--- config.mk ---
export PLATFORM = sky130hd
export DESIGN_NAME = feistel_index_permutation
export DESIGN_NICKNAME = d
export VERILOG_FILES = /design/src/hw/rtl/fip_pkg.sv /design/src/hw/rtl/feistel_index_permutation.sv /design/src/hw/rtl/fip_mul.sv
export VERILOG_INCLUDE_DIRS = /design/src /design/src/hw/rtl
export SDC_FILE = /design/constraint.sdc
export NUM_CORES = 2
export LEC_CHECK = 0
export ABC_AREA = 1
export BUFFER_PORTS_ARGS = -buffer_cell sky130_fd_sc_hd__buf_4
export CAP_MARGIN = 20
export CORE_UTILIZATION = 57
export DETAILED_ROUTE_END_ITERATION = 10
export PLACE_DENSITY = 0.74
export SYNTH_ARGS = -nofsm -noshare
export SYNTH_HDL_FRONTEND = slang
export SYNTH_SLANG_ARGS = --single-unit
--- constraint.sdc ---
create_clock -name i_clk -period 20.7 [get_ports i_clk]
set_input_delay 3.105 -clock i_clk [delete_from_list [all_inputs] [get_ports i_clk]]
set_output_delay 3.105 -clock i_clk [all_outputs]
set_load 0.02 [all_outputs]
--- src/hw/rtl/feistel_index_permutation_macros.svh ---
// Assertion macros shared by the permutation block.
`ifndef FEISTEL_INDEX_PERMUTATION_MACROS_SVH
`define FEISTEL_INDEX_PERMUTATION_MACROS_SVH

// The consequent must hold in the same cycle as the antecedent.
`define FIP_ASSERT_NOW(label, ante, cons, msg) \
    label: assert property (@(posedge i_clk) disable iff (!i_rst_n) \
        (ante) |-> (cons)) else $error(msg);

// The consequent must hold in the cycle after the antecedent.
`define FIP_ASSERT_NEXT(label, ante, cons, msg) \
    label: assert property (@(posedge i_clk) disable iff (!i_rst_n) \
        (ante) |=> (cons)) else $error(msg);

`endif

--- src/hw/rtl/fip_pkg.sv ---
package fip_pkg;

    localparam int W  = 64;
    localparam int HW = 32;

    typedef struct packed {
        logic         start;
        logic [W-1:0] a;
        logic [W-1:0] b;
    } t_mul_req;

    typedef struct packed {
        logic         done;
        logic [W-1:0] p;
    } t_mul_rsp;

endpackage

--- src/hw/rtl/feistel_index_permutation.sv ---
// Keyed permutation of the indices 0 .. item_count-1, forward or inverse.
// Configuration: write i_cfg_data to register i_cfg_idx (key or item_count)
// with i_cfg_we, only while the block is idle; there is no read-back.
// Input: a transaction is taken at a rising edge with start high and busy
// low, carrying i_mode (0 forward, 1 inverse) and i_index.
// Output: o_done is high for exactly one cycle with o_value and o_error.
// An index at or above item_count gives o_error set and o_value zero in the
// cycle after the transaction; busy stays low.
// Otherwise the result comes after n network passes, n being the number of
// passes taken before the value falls below item_count; n averages roughly
// the block's range over item_count, which is at most four once item_count
// is four or more.
// Each round takes two 64-bit products, each formed as three
// 32 by 32 partial products on the single shared multiplier.
// One transaction is in progress at a time; busy is high meanwhile and
// falls together with o_done.
// The receiver cannot stall; o_value and o_error hold until the next transaction is taken.
// Reset sets the key to zero, item_count to one and empties the block.
`include "feistel_index_permutation_macros.svh"

module feistel_index_permutation #(
    parameter int ROUNDS = 8
) (
    input  logic                  i_clk,
    input  logic                  i_rst_n,
    input  logic                  i_cfg_we,
    input  logic                  i_cfg_idx,
    input  logic [fip_pkg::W-1:0] i_cfg_data,
    input  logic                  start,
    output logic                  busy,
    input  logic                  i_mode,
    input  logic [fip_pkg::W-1:0] i_index,
    output logic                  o_done,
    output logic [fip_pkg::W-1:0] o_value,
    output logic                  o_error
);
    import fip_pkg::*;

    localparam int RW = (ROUNDS > 1) ? $clog2(ROUNDS) : 1;
    localparam int HB = $clog2(HW + 1);
    localparam int SB = $clog2(W);
    localparam logic [W-1:0] C_MIX1 = 64'hbf58476d1ce4e5b9;
    localparam logic [W-1:0] C_MIX2 = 64'h94d049bb133111eb;

    typedef enum logic {
        CFG_KEY   = 1'b0,
        CFG_COUNT = 1'b1
    } t_cfg_idx;

    typedef enum logic [6:0] {
        S_IDLE  = 7'b0000001,
        S_SETUP = 7'b0000010,
        S_LOAD  = 7'b0000100,
        S_XOR   = 7'b0001000,
        S_MUL1  = 7'b0010000,
        S_MUL2  = 7'b0100000,
        S_JOIN  = 7'b1000000
    } t_state;

    function automatic logic [HW-1:0] f_half_mask(input logic [W-1:0] c);
        logic [W-1:0]  s;
        logic [HW-1:0] m;
        s = c;
        for (int sh = 1; sh < W; sh = sh * 2) begin
            s = s | (s >> sh);
        end
        for (int j = 0; j < HW; j++) begin
            m[j] = s[2*j];
        end
        m[1:0] = 2'b11;
        return m;
    endfunction

    function automatic logic [HB-1:0] f_therm_len(input logic [HW-1:0] t);
        logic [HW:0]   te;
        logic [HB-1:0] h;
        te = {1'b0, t};
        h  = '0;
        for (int j = 0; j < HW; j++) begin
            if (te[j] && !te[j+1]) begin
                h = h | HB'(j + 1);
            end
        end
        return h;
    endfunction

    function automatic logic [SB-1:0] f_shift(input logic [RW-1:0] rnd);
        logic [SB-1:0] s;
        s = '0;
        for (int j = 0; j < ROUNDS; j++) begin
            if (rnd == RW'(j)) begin
                s = SB'((j * W) / ROUNDS);
            end
        end
        return s;
    endfunction

    t_state         r_state;
    t_state         n_state;
    logic [W-1:0]   r_key;
    logic [W-1:0]   r_item_count;
    logic           r_mode;
    logic [W-1:0]   r_v;
    logic [HW-1:0]  r_mask;
    logic [HB-1:0]  r_h;
    logic [HW-1:0]  r_lo;
    logic [HW-1:0]  r_rt;
    logic [W-1:0]   r_k;
    logic [RW-1:0]  r_round;
    logic           r_done;
    logic [W-1:0]   r_value;
    logic           r_error;

    logic           accept;
    logic           out_of_range;
    logic           last_round;
    logic [RW-1:0]  ri;
    logic [W-1:0]   k;
    logic [W-1:0]   x0;
    logic [W-1:0]   x1;
    logic [W-1:0]   y;
    logic [W-1:0]   z;
    logic [HW-1:0]  nr;
    logic [W-1:0]   v_split;
    logic [W-1:0]   v_join;
    logic           join_ok;
    t_mul_req       mreq;
    t_mul_rsp       mrsp;

    fip_mul u_mul (
        .i_clk   (i_clk),
        .i_rst_n (i_rst_n),
        .i_req   (mreq),
        .o_rsp   (mrsp)
    );

    assign busy         = (r_state != S_IDLE);
    assign accept       = start && !busy;
    assign out_of_range = (i_index >= r_item_count);
    assign last_round   = (r_round == RW'(ROUNDS - 1));

    assign ri = r_mode ? (RW'(ROUNDS - 1) - r_round) : r_round;
    assign k  = r_key >> f_shift(ri);
    assign x0 = {{(W-HW){1'b0}}, r_rt} ^ k;
    assign x1 = x0 ^ (x0 >> 30);
    assign y  = mrsp.p ^ (mrsp.p >> 27);
    assign z  = mrsp.p ^ (mrsp.p >> 31);
    assign nr = (r_lo ^ z[HW-1:0] ^ r_k[HW-1:0]) & r_mask;

    assign v_split = r_v >> r_h;
    assign v_join  = ({{(W-HW){1'b0}}, r_rt} << r_h) | {{(W-HW){1'b0}}, r_lo};
    assign join_ok = (v_join < r_item_count);

    assign mreq.start = (r_state == S_XOR) || ((r_state == S_MUL1) && mrsp.done);
    assign mreq.a     = (r_state == S_XOR) ? x1 : y;
    assign mreq.b     = (r_state == S_XOR) ? C_MIX1 : C_MIX2;

    always_comb begin
        n_state = r_state;
        unique case (r_state)
            S_IDLE: begin
                if (accept && !out_of_range) begin
                    n_state = S_SETUP;
                end
            end
            S_SETUP: n_state = S_LOAD;
            S_LOAD:  n_state = S_XOR;
            S_XOR:   n_state = S_MUL1;
            S_MUL1: begin
                if (mrsp.done) begin
                    n_state = S_MUL2;
                end
            end
            S_MUL2: begin
                if (mrsp.done) begin
                    n_state = last_round ? S_JOIN : S_XOR;
                end
            end
            S_JOIN: begin
                n_state = join_ok ? S_IDLE : S_LOAD;
            end
            default: n_state = S_IDLE;
        endcase
    end

    always_ff @(posedge i_clk) begin
        if (!i_rst_n) begin
            r_state      <= S_IDLE;
            r_key        <= '0;
            r_item_count <= W'(1);
            r_done       <= 1'b0;
        end else begin
            r_state <= n_state;
            r_done  <= (accept && out_of_range) || ((r_state == S_JOIN) && join_ok);
            if (i_cfg_we) begin
                unique case (t_cfg_idx'(i_cfg_idx))
                    CFG_KEY:   r_key        <= i_cfg_data;
                    CFG_COUNT: r_item_count <= i_cfg_data;
                    default:   r_key        <= r_key;
                endcase
            end
        end
    end

    always_ff @(posedge i_clk) begin
        if (accept) begin
            r_mode  <= i_mode;
            r_v     <= i_index;
            r_value <= '0;
            r_error <= 1'b1;
        end
        unique case (r_state)
            S_SETUP: begin
                r_mask <= f_half_mask(r_item_count);
                r_h    <= f_therm_len(f_half_mask(r_item_count));
            end
            S_LOAD: begin
                r_lo    <= v_split[HW-1:0] & r_mask;
                r_rt    <= r_v[HW-1:0] & r_mask;
                r_round <= '0;
            end
            S_XOR: begin
                r_k <= k;
            end
            S_MUL2: begin
                if (mrsp.done) begin
                    r_lo    <= r_rt;
                    r_rt    <= nr;
                    r_round <= r_round + RW'(1);
                end
            end
            S_JOIN: begin
                r_v     <= v_join;
                r_value <= v_join;
                r_error <= 1'b0;
            end
            default: begin
                r_k <= r_k;
            end
        endcase
    end

    assign o_done  = r_done;
    assign o_value = r_value;
    assign o_error = r_error;

    `FIP_ASSERT_NEXT(a_range_error, accept && out_of_range, o_done && o_error && !busy,
        "out-of-range index did not give an immediate error")
    `FIP_ASSERT_NOW(a_error_zero, o_done && o_error, o_value == '0,
        "error result carries a non-zero value")
    `FIP_ASSERT_NOW(a_done_idle, o_done, !busy,
        "result strobe while a transaction is still in progress")
    `FIP_ASSERT_NOW(a_mul_owner, mrsp.done, (r_state == S_MUL1) || (r_state == S_MUL2),
        "multiplier finished outside a multiply wait state")

endmodule

--- src/hw/rtl/fip_mul.sv ---
module fip_mul (
    input  logic              i_clk,
    input  logic              i_rst_n,
    input  fip_pkg::t_mul_req i_req,
    output fip_pkg::t_mul_rsp o_rsp
);
    import fip_pkg::*;

    typedef enum logic [4:0] {
        MS_IDLE = 5'b00001,
        MS_LL   = 5'b00010,
        MS_HL   = 5'b00100,
        MS_LH   = 5'b01000,
        MS_SUM  = 5'b10000
    } t_mstep;

    t_mstep         r_step;
    t_mstep         n_step;
    logic           r_done;
    logic [W-1:0]   r_a;
    logic [W-1:0]   r_b;
    logic [W-1:0]   r_prod;
    logic [W-1:0]   r_acc;
    logic [HW-1:0]  op_a;
    logic [HW-1:0]  op_b;

    always_comb begin
        n_step = r_step;
        if (i_req.start) begin
            n_step = MS_LL;
        end else begin
            unique case (r_step)
                MS_IDLE: n_step = MS_IDLE;
                MS_LL:   n_step = MS_HL;
                MS_HL:   n_step = MS_LH;
                MS_LH:   n_step = MS_SUM;
                MS_SUM:  n_step = MS_IDLE;
                default: n_step = MS_IDLE;
            endcase
        end
    end

    assign op_a = (r_step == MS_HL) ? r_a[W-1:HW] : r_a[HW-1:0];
    assign op_b = (r_step == MS_LH) ? r_b[W-1:HW] : r_b[HW-1:0];

    always_ff @(posedge i_clk) begin
        if (!i_rst_n) begin
            r_step <= MS_IDLE;
            r_done <= 1'b0;
        end else begin
            r_step <= n_step;
            r_done <= (r_step == MS_SUM) && !i_req.start;
        end
    end

    always_ff @(posedge i_clk) begin
        if (i_req.start) begin
            r_a <= i_req.a;
            r_b <= i_req.b;
        end
        r_prod <= op_a * op_b;
        unique case (r_step)
            MS_HL: begin
                r_acc <= r_prod;
            end
            MS_LH, MS_SUM: begin
                r_acc[W-1:HW] <= r_acc[W-1:HW] + r_prod[HW-1:0];
            end
            default: begin
                r_acc <= r_acc;
            end
        endcase
    end

    assign o_rsp.done = r_done;
    assign o_rsp.p    = r_acc;

endmodule

==> results.md <==
- CTS Sinks: 600
- Worst clock skew: 0.0629 ns
- Number of cells traversed by the worst hold path: 1
- Share of layout cells above drive strength 1: under 10%
- Footprint of the multi-input gates: approximately 42,000 sq um
- Worst endpoint required time: approximately 21 ns
- Proportion of power drawn by the clock network: 32.9%
- Share of the synthesized area in the top cell type: between 20 and 30%
- Number of nets in the finished design: 9,128
- Clock Tree Buf Depth: 3
- Final instance area: 69,900 sq um
- Synthesis-stage register bit count: 600
- Worst Hold Endpoint: o_error
- Crit path max-delay cell type: sky130_fd_sc_hd__nor2_2
- Relative slew slack: around 16%
- Fillers: 9,965
- DRC violation total after the first TritonRoute iteration: 8,550
- Largest area contributor in the netlist: sky130_fd_sc_hd__fa_1
- Number of synthesized flops with an enable pin: 393
- Number of gates resized after CTS: 0
- Hold Violations, Final: 0
- Worst setup SP type: flip-flop
- Post-CTS Hold Fix Bufs: 0
- Fin Hold WS: 0.481 ns
- Setup repair after global routing missed its margin: false
- Number of top-level pins: 201
- R2R Path Start: u_mul.r_step[1]
- Setup CP Type: reg -> reg
- Port-buffer cells: 200
- Total global-route track usage: 44.8%
- Switching power: 1.22 mW
- Cell with the most instances after synthesis: sky130_fd_sc_hd__inv_1
- Count of nets left with antenna violations after detail routing: 0
- Power density over the cells: 49.7 nW/um^2
- Yosys warnings: 0
- Share of the clock period used by the worst path: 54.4%
- Time the final worst path needs with I/O delays and setup: 11.26 ns
- Crit path largest cell delay: 0.90 ns
- Cts bufs inserted: 58
- Total vias in the final route: 56,100
- Proportion of synthesized flip-flops having asynchronous set or reset: 0%
- Final WS setup: 9.44 ns
- Switching share of power: about a third
- TNS Setup: 0 ns
- Comb power frac: 23.9%
- Type of the tightest min-delay check: reg -> reg
- Instance count of the mapped netlist: around 7,600
- Number of nets produced by synthesis: ~9,100
- Critical path capture point type: flip-flop
- Netlist area before placement: around 65,000 sq um
- Core Box Area: 113,000 sq um
- Gpl congestion: 1.11
- Result of the run: complete, no violations
- Clock latency on the worst-skew pair: 0.68 ns
- Top cells by count, synth: 1,442 x sky130_fd_sc_hd__inv_1, 1,384 x sky130_fd_sc_hd__nand2_1, 825 x sky130_fd_sc_hd__fa_1
- Number of max-capacitance violations reported: 0
- Endpoint of the worst-slack reg-to-reg timing path: u_mul.r_prod[42]
- Initial antenna violation count: 14
- Initial core utilization: 57.7%
- Average wire per cell in the routed design: around 28 um
- Sequential cell fraction of total power: 43.2%
- Utilization after layout: 62.0%
- Number of setup buffers added after CTS: 0
- Total cell area at the placement stage: around 68,000 sq um
- Depth of the worst register-to-register path: 32
- Worst slack at placement: 9.96 ns
- Maximum resistive drop on vdd: 0.0000741 V
- First drt pass iteration count: 7
- Overall die area: 115,000 sq um
- CTS clock-pin slew for the worst setup and hold paths: 0.07 ns
- Fraction of the yosys area taken by sequential cells: 24.5%
- Max frequency: 0.0888 GHz
- Leakage: between 30 and 40 nW
- Final wirelength: 259,000 um
- Internal power: between 2 and 2.5 mW
- Post-layout power: between 3 and 4 mW
- Maximum number of pins on one net before global-route repair: 129
- Dpl hpwl: 219,000 um
- Via density: roughly 6.1
- Cell repeated most along the worst path: sky130_fd_sc_hd__fa_1
- Die boundary height: 340 um
- Register cell area after layout: 15,900 sq um
- Hold path startpoint: o_error
- Synth cell types: 63
- Synth Flop Type: sky130_fd_sc_hd__edfxtp_1
- Wire length of the first global-routing pass: 370,000 um
- Layout Area Growth over Synthesis: 7.51%
- Slew at the pin closest to its max-slew limit: 1.24 ns
- Arrival time of the worst setup path: 11.83 ns
- H-tree lvl count: 2
- CTS tree: done
- Maximum fanout along the worst path: 33
- Clock root cell: sky130_fd_sc_hd__clkbuf_16
- Overflow left after global routing: 0
- Final setup violation count: 0
- Number of rows in the core area: around 120
- Flop-to-flop setup slack: 9.44 ns
- Synthesized area per cell: 8.53 sq um
- Via count of the first global-routing pass: 54,300
- Post-route DRC: 0
- Horizontal die dimension: 340 um
- Main area contributors after synthesis: sky130_fd_sc_hd__fa_1 25%, sky130_fd_sc_hd__edfxtp_1 18%, sky130_fd_sc_hd__ha_1 9.4%
- Pins over their slew limit: 0
- Cell count after placement: between 9,000 and 10,000
- Count of non-filler cells in the finished layout: 9,237
==> layer usage <==
layer | global-route usage [%] | wire length (um)
met3 | 17.8 | 42200
met4 | 13.8 | 9570
met2 | 60.5 | 103000
met5 | 0 | 103
met1 | 65.4 | 104000
==> cell families after synthesis <==
logic type | share of synthesized area, %
adders and majority gates | 34.8
AOI/OAI and AO/OA | 10.8
muxes | 1.26
buffers and inverters | 10.4
and+or+nand+nor | 14.4
DFF | 24.5
xor gates and xnor gates | 3.82
==> layout by cell type (no fill, tap or decap), types with 34 or more instances in the layout <==
master	count
sky130_fd_sc_hd__clkbuf_16	58
sky130_fd_sc_hd__ha_1	489
sky130_fd_sc_hd__o211ai_1	40
sky130_fd_sc_hd__a21oi_1	344
sky130_fd_sc_hd__fa_1	825
sky130_fd_sc_hd__xor2_1	127
sky130_fd_sc_hd__nand4_1	40
sky130_fd_sc_hd__nor3_1	39
sky130_fd_sc_hd__inv_2	34
sky130_fd_sc_hd__buf_4	273
sky130_fd_sc_hd__edfxtp_1	393
sky130_fd_sc_hd__dfxtp_1	207
sky130_fd_sc_hd__mux2i_1	82
sky130_fd_sc_hd__nand3_1	178
sky130_fd_sc_hd__xnor2_1	154
sky130_fd_sc_hd__nand2_1	1381
sky130_fd_sc_hd__o21ai_0	576
sky130_fd_sc_hd__inv_1	1440
sky130_fd_sc_hd__nor2_1	601
sky130_fd_sc_hd__o21ai_1	75
sky130_fd_sc_hd__a31oi_1	37
==> power groups by stage <==
stage / logic, mW / clock network, mW / registers, mW
detailed placement: 0.796 / 0 / 1.51
global placement: 0.784 / 0 / 1.51
CTS: 0.800 / 1.14 / 1.49
global route: 0.888 / 1.18 / 1.50
floorplan: 0.463 / 0 / 1.49
finish: 0.832 / 1.14 / 1.50
==> state kept, by name (all words and copies together), names as in the netlist, 2 cells and up <==
register / cells
r_lo: 32
r_item_count: 64
r_h: 5
o_value: 64
r_rt: 32
r_k: 32
u_mul.r_step: 5
r_state: 7
u_mul.r_a: 64
r_mask: 30
u_mul.r_acc: 64
u_mul.r_prod: 64
u_mul.r_b: 2
r_v: 64
r_key: 64
r_round: 3
==> area by class of cell <==
cell class	count	share of cell area, %
multi-input combinational	5268	60.7
sequential	600	22.8
inverter	1476	7.92
timing repair buffer	276	3.00
tap	1500	2.68
clock buffer	64	2.14
clock inverter	45	0.727
antenna	8	0.0286
==> worst max-delay path: cells and delay by family (launching register included) <==
| kind | cells | cell delay [ns] |
|---|---|---|
| AOI/OAI and AO/OA | 4 | 1.84 |
| xor gates and xnor gates | 1 | 0.16 |
| adders and majority gates | 9 | 4.65 |
| buffers and inverters | 9 | 1.60 |
| DFF | 1 | 0.31 |
| and+or+nand+nor | 9 | 2.51 |
==> how the worst max path moves through the flow <==
stage                               start  slack, ns                to  cells past startpoint
after floorplan           u_mul.r_step[1]      11.98  u_mul.r_prod[49]                     35
after global placement    u_mul.r_step[1]       9.92  u_mul.r_prod[42]                     32
after detailed placement  u_mul.r_step[1]       9.96  u_mul.r_prod[42]                     32
after CTS                 u_mul.r_step[1]       9.93  u_mul.r_prod[42]                     32
after global routing      u_mul.r_step[1]       9.29  u_mul.r_prod[42]                     32
final                     u_mul.r_step[1]       9.44  u_mul.r_prod[42]                     32
Power figures use the tool's default switching activity.
